### src/hdl/afk_pkg.sv
package afk_pkg;

  localparam int AngW   = 16;
  localparam int TrigW  = 18;
  localparam int PosW   = 19;
  localparam int LinkW  = 16;
  localparam int CordW  = 34;
  localparam int ZW     = 26;
  localparam int NSteps = 18;
  localparam int NJoint = 7;
  localparam int QDepth = 4;
  localparam int QPtrW  = $clog2(QDepth);
  localparam int QCntW  = $clog2(QDepth + 1);
  // fold register, one register per micro-rotation, output register
  localparam int CordLat = NSteps + 2;

  localparam logic signed [CordW-1:0] CordicGain = 34'sd652032874;
  localparam logic signed [PosW-1:0]  RotLim     = 19'sd65536;
  localparam logic signed [PosW-1:0]  PosLim     = 19'sd131072;
  localparam logic [LinkW-1:0]        UpperReset = 16'd27984;
  localparam logic [LinkW-1:0]        LowerReset = 16'd27525;

  typedef enum logic {
    REG_UPPER = 1'b0,
    REG_LOWER = 1'b1
  } cfg_reg_e;

  typedef logic signed [TrigW-1:0] trig_t;
  typedef logic signed [PosW-1:0]  pos_t;

  // sines and cosines of all joints, joint k in slice k
  typedef struct packed {
    logic [NJoint-1:0][TrigW-1:0] sn;
    logic [NJoint-1:0][TrigW-1:0] cs;
  } trig_set_t;

  typedef struct packed {
    logic full;
    logic empty;
  } q_stat_t;

  function automatic logic signed [ZW-1:0] atan_step(input int idx);
    logic signed [ZW-1:0] r;
    begin
      case (idx)
        0:       r = 26'sd2097152;
        1:       r = 26'sd1238021;
        2:       r = 26'sd654136;
        3:       r = 26'sd332050;
        4:       r = 26'sd166669;
        5:       r = 26'sd83416;
        6:       r = 26'sd41718;
        7:       r = 26'sd20860;
        8:       r = 26'sd10430;
        9:       r = 26'sd5215;
        10:      r = 26'sd2608;
        11:      r = 26'sd1304;
        12:      r = 26'sd652;
        13:      r = 26'sd326;
        14:      r = 26'sd163;
        15:      r = 26'sd81;
        16:      r = 26'sd41;
        17:      r = 26'sd20;
        default: r = '0;
      endcase
      return r;
    end
  endfunction

  // (p*q + u*v), rounded to Q16 and clamped to +-lim
  function automatic pos_t dot(input trig_t p, input trig_t q, input trig_t u,
                               input trig_t v, input pos_t lim);
    logic signed [2*TrigW:0] acc;
    logic signed [2*TrigW:0] sh;
    pos_t r;
    begin
      acc = p * q + u * v + 37'sd32768;
      sh  = acc >>> 16;
      if (sh > lim) begin
        r = lim;
      end else if (sh < -lim) begin
        r = -lim;
      end else begin
        r = sh[PosW-1:0];
      end
      return r;
    end
  endfunction

  function automatic trig_t dot_r(input trig_t p, input trig_t q, input trig_t u,
                                  input trig_t v);
    pos_t r;
    begin
      r = dot(p, q, u, v, RotLim);
      return r[TrigW-1:0];
    end
  endfunction

endpackage

### src/hdl/afk_queue.sv
module afk_queue (
  input  logic               clk_i,
  input  logic               rst_ni,
  input  logic               push_i,
  input  afk_pkg::trig_set_t data_i,
  input  logic               pop_i,
  output afk_pkg::trig_set_t data_o,
  output afk_pkg::q_stat_t   stat_o
);
  import afk_pkg::*;

  trig_set_t          mem_q [QDepth];
  logic [QPtrW-1:0]   wr_q, rd_q;
  logic [QCntW-1:0]   cnt_q;
  logic               do_push, do_pop;

  assign stat_o.full  = (cnt_q == QCntW'(QDepth));
  assign stat_o.empty = (cnt_q == '0);
  assign do_push = push_i && !stat_o.full;
  assign do_pop  = pop_i && !stat_o.empty;
  assign data_o  = mem_q[rd_q];

  always_ff @(posedge clk_i or negedge rst_ni) begin
    if (!rst_ni) begin
      wr_q  <= '0;
      rd_q  <= '0;
      cnt_q <= '0;
    end else begin
      if (do_push) wr_q <= wr_q + 1'b1;
      if (do_pop)  rd_q <= rd_q + 1'b1;
      if (do_push && !do_pop)      cnt_q <= cnt_q + 1'b1;
      else if (do_pop && !do_push) cnt_q <= cnt_q - 1'b1;
    end
  end

  always_ff @(posedge clk_i) begin
    if (do_push) mem_q[wr_q] <= data_i;
  end

endmodule

### config.mk
export PLATFORM = sky130hd
export DESIGN_NAME = afk_queue
export DESIGN_NICKNAME = d
export VERILOG_FILES = /design/src/hdl/afk_pkg.sv /design/src/hdl/afk_queue.sv
export SDC_FILE = /design/constraint.sdc
export NUM_CORES = 1
export LEC_CHECK = 0
export BUFFER_PORTS_ARGS = -buffer_cell sky130_fd_sc_hd__buf_2
export CAP_MARGIN = 15
export CORE_MARGIN = 2
export CORE_UTILIZATION = 40
export CTS_BUF_LIST = sky130_fd_sc_hd__clkbuf_4 sky130_fd_sc_hd__clkbuf_8
export DETAILED_ROUTE_END_ITERATION = 6
export GPL_ROUTABILITY_DRIVEN = 0
export SLEW_MARGIN = 20
export SYNTH_ARGS = -nofsm -noshare
export SYNTH_HDL_FRONTEND = slang
export SYNTH_SLANG_ARGS = --single-unit
### constraint.sdc
create_clock -name clk_i -period 8.5 [get_ports clk_i]
set_input_delay 0.85 -clock clk_i [delete_from_list [all_inputs] [get_ports clk_i]]
set_output_delay 0.85 -clock clk_i [all_outputs]
set_load 0.01 [all_outputs]
-- Yosys cells after proc, flatten, opt, wreduce, memory -nomap -nowiden
Memory sizes are Yosys's and may differ from the RTL's.
Index checks and enable logic that the tools add are counted.
Widths: inputs -> output; s select.
- bits in read-only memories: 0
- bits in writable memories: 1008
- word-level logic and storage cells: 23
- register bits: 7
- latch bits: 0
- memories kept: 1
- memories (memory ; words ; width ; rd ports ; clocked after Yosys merged registers in ; write ports ; line ; source):
    mem_q ; 4 ; 252 ; 1 ; 0 ; 1 ; afk_queue.sv:12 ; trig_set_t mem_q [QDepth];
- multipliers: 0
- muxes and demuxes: 4
- magnitude comparators: 0
- shifts and indexed selects: 0
- eq/ne operators: 1
- $add $sub $neg: 4
- reduce and logical (&&, ||, !) cells: 10
- divide/modulo/power cells: 0
- bitwise operators: 0
- operators with widths (kind ; count):
    $mux 3 ; 2
    $add 2x1->2 const B ; 2
    $logic_and 1x1->1 ; 4
    $logic_not 1->1 ; 4
    $add 3x1->3 const B ; 1
    $eq 3x3->1 const B ; 1
    $logic_not 3->1 ; 1
    $sub 3x1->3 const B ; 1
    $mux 1 ; 2
    $reduce_bool 2->1 ; 1

-- Longest topological paths before layout
- depth after elaboration: 7
- mapped depth: 9
- gate-level depth less buffers: 8

-- Worst setup path after synthesis
No wires, ideal clock.
- kind: input -> register
- start: input port push_i
- end: memory mem_q[0][0] in the netlist's numbering (enable)
- stages: 3
- path buffers: 1
- required time: 7855 ps
- library setup time: 645 ps
- setup slack: 908 ps
- arrival: 6947 ps
- cell sequence: nor2b_1 clkbuf_1 and2_1
- cells in the longest elaborated chain, start to end: 3
- RTL lines (what ; line ; source):
    from (decl) ; afk_queue.sv:4 ; input logic push_i,
    $logic_and 1x1->1 ; afk_queue.sv:19 ; assign do_push = push_i && !stat_o.full;
    named net do_push ; afk_queue.sv:15 ; logic do_push, do_pop;
    $mux 1 ; afk_queue.sv:37 ; if (do_push) mem_q[wr_q] <= data_i;
    $mux 1 (implied by the code) ; afk_queue.sv:37 ;
    to (decl) ; afk_queue.sv:12 ;
The timed path passes the listed nets, and every way through them passes these cells.

==> flow_metrics.py <==
metrics = {
    "synthesis": {
        "synthCells": 1352,
        "avgSynthCellArea_um2": 27.15,
        "yosys_warnings": 0,
        "synth_top_area_cell": "edfxtp_1",
        "synthTopCellsByArea": "edfxtp_1, mux4_2, dfrtp_1, buf_2, buf_4",
        "postSynthRegisterBits": 1015,
        "seq_area_frac_synth_pct": 82.95,
        "netlist_area_um2": 36700,
        "yosysTopAreaCellShare_pct": 82.47,
        "synth.distinct_cells": 22,
        "synth_fp_nets": 1614,
    },
    "grt": {
        "grt_pass1_wl_mm": 112.2,
        "grt_pass1_vias": 18100,
        "grt_max_degree": 134,
        "grt_overflow": 0,
        "grtUsageTotal_pct": 16.09,
        "antenna_found_initial": 23,
    },
    "critical_path": {
        "startpoint_type": "register",
        "worst-path-max-fanout": 64,
        "required_ps": 7650,
        "slowest_stage": "dfrtp_4",
        "slowest_delay_ps": 1000,
        "cp_cell_sequence": "buf_4, buf_4, mux4_2, buf_2",
        "path_class": "reg2out",
        "worst_ep_arrival_time_ps": 3750,
        "crit_path_frequent_cell": "buf_4",
        "endpoint_kind": "primary output",
    },
    "clocking": {
        "cts_sinks": 1015,
        "cts_buffer_depth": 3,
        "numCtsBuffers": 165,
        "cts_tree": "yes",
        "cts_setup_buffers": 0,
        "clock-root-buffer": "clkbuf_8",
        "clk_latency_ps": 820,
        "clk_pin_slew_worst_paths_ps": 60,
        "h-tree-depth": 4,
    },
    "placed_design": {
        "io_buffers": 509,
        "pre_cts_ws_ps": 4541,
        "place_hpwl_mm": 43.91,
    },
    "sta": {
        "hold_viol_final": 0,
        "postLayoutSetupSlackWorst_ps": 3903,
        "max_freq_mhz": 217.5,
        "period_needed_ps": 4597,
        "rsz0062_at_grt": "no",
        "slew-limit-headroom_pct": 28.11,
        "fin_hold_ws_ps": 237.2,
        "worst_pin_slew_ps": 1078,
        "finalSetupViolations": 0,
        "tns_ps": 0,
        "fin_skew_ps": 29.39,
        "timing.final.crit_share_pct": 54.09,
        "slew_violations": 0,
    },
    "finish": {
        "area_growth_pct": 19.22,
        "fill_cells": 7458,
        "finalNetCount": 2252,
        "drive_above_1_share_pct": 49.03,
        "post-route-util_pct": 47.95,
    },
    "routing": {
        "initialDrtViolationCount": 1128,
        "vias": 16510,
        "drc": 0,
        "wl_mm": 75.59,
        "dr.pass1.iters": 4,
        "ant_nets": 0,
        "via_per_inst": 4.997,
        "wl_per_cell_um": 22.88,
    },
    "pwr": {
        "ir_worst_vdd_v": 0.0002251,
        "p_per_area_nw_per_um2": 349.3,
        "power_mw": 15.28,
        "p_leak_nw": 14.80,
    },
    "floorplanning": {
        "die_h_um": 306.9,
        "start_util_pct": 40.22,
        "core_area_um2": 91250,
        "placementRows": 111,
        "ios": 510,
        "fp.dieW_um": 306.9,
        "die-area_um2": 94200,
    },
    "hold_path": {
        "hold_class": "in2reg",
    },
    "run": {
        "drv_cap": 0,
    },
    "outcome": {
        "outcome": "complete, no violations",
    },
}
layout make-up:
class | count | area, µm² | area share (%)
Sequential cell | 1015 | 30450 | 69.59
Clock buffer | 223 | 2738 | 6.256
Tap cell | 1186 | 1484 | 3.391
Timing Repair Buffer | 528 | 2768 | 6.325
Antenna cell | 9 | 22.52 | 0.05147
Clock inverter | 63 | 377.9 | 0.8635
Multi-Input combinational cell | 276 | 5901 | 13.49
Inverter | 4 | 15.01 | 0.03431
report_power, final:
part / internal, mW / leakage (nW) / switching (mW) / total [mW]
Clock: 2.17 / 1.64 / 1.82 / 3.99
Combinational: 1.92 / 3.85 / 2.46 / 4.38
Sequential: 6.62 / 9.31 / 0.288 / 6.91
Total: 10.7 / 14.8 / 4.57 / 15.3
cell usage after synthesis:
master,count
edfxtp_1,1008
mux4_2,252
buf_2,27
buf_4,14
buf_6,7
clkbuf_1,7
dfrtp_1,7
ha_1,5
and2_1,4
inv_1,4
xnor2_1,4
buf_1,2
xor2_1,2
fa_1,1
mux2_1,1
mux2_2,1
nand2_1,1
nand3_1,1
nor2_1,1
nor2b_1,1
nor3b_1,1
or3_1,1
cell usage in the layout, fill, tap and decap left out, types with 2 or more instances in the layout:
master,Yosys,final
and2_4,0,4
buf_12,0,6
buf_2,27,509
buf_4,14,12
bufinv_16,0,3
clkbuf_4,0,53
clkbuf_8,0,170
clkinv_1,0,38
clkinv_2,0,13
clkinvlp_4,0,5
dfrtp_1,7,5
dfrtp_4,0,2
diode_2,0,9
edfxtp_1,1008,1008
ha_1,5,5
inv_1,4,4
inv_8,0,3
mux4_2,252,252
xnor2_1,4,4
xor2_1,2,2
routing by layer:
metal	vias to the layer above	part of all wire, %	track usage (%)
met4	28	2.3	5.666
li1	7215	-	-
met5	-	0.24	0
met1	8571	39	19.65
met2	544	49	25.83
met3	151	9.2	6.657
stage by stage:
stage	cells	instance area (µm²)
after CTS	3295	43730
after detailed placement	3008	40610
after global routing	3299	43740
final	3304	43760
after floorplan	1352	36700
after global placement	3008	40610
state kept, by name, indices dropped and copies added, names as in the netlist:
signal / count
rd_q: 2
mem_q: 1008
wr_q: 2
cnt_q: 3
worst paths after layout:
check                            start  cells after the start  slack, ps       endpoint
max                            rd_q[1]                      4       3900     data_o[61]
min                        data_i[193]                      1        240  mem_q[0][193]
max reg2reg                   cnt_q[2]                      5       4990  mem_q[0][174]
min reg2reg                   cnt_q[2]                      1        510       cnt_q[2]
max in group asynchronous       rst_ni                      2       7850        rd_q[0]
min in group asynchronous       rst_ni                      2        460        rd_q[1]
logic make-up after synthesis:
| family | Yosys count | synth area share [%] |
|---|---|---|
| adder cells (fa/ha/maj) | 6 | 0.2250 |
| buffers and inverters | 61 | 1.002 |
| AND/OR/NAND/NOR | 10 | 0.1568 |
| XOR/XNOR | 6 | 0.1432 |
| flip-flops | 1015 | 82.95 |
| multiplexers | 254 | 15.52 |
critical path, delay by kind of cell (launching register included):
kind | cells | cell delay, ps
flip-flops | 1 | 1000
buffers and inverters | 3 | 1390
multiplexers | 1 | 450
what timing repair did:
item                      4_1_cts  5_1_grt
hold endpoints to repair        7        0
hold buffers                    1        0
resized for setup               0        0
Power figures use the tool's default switching activity.
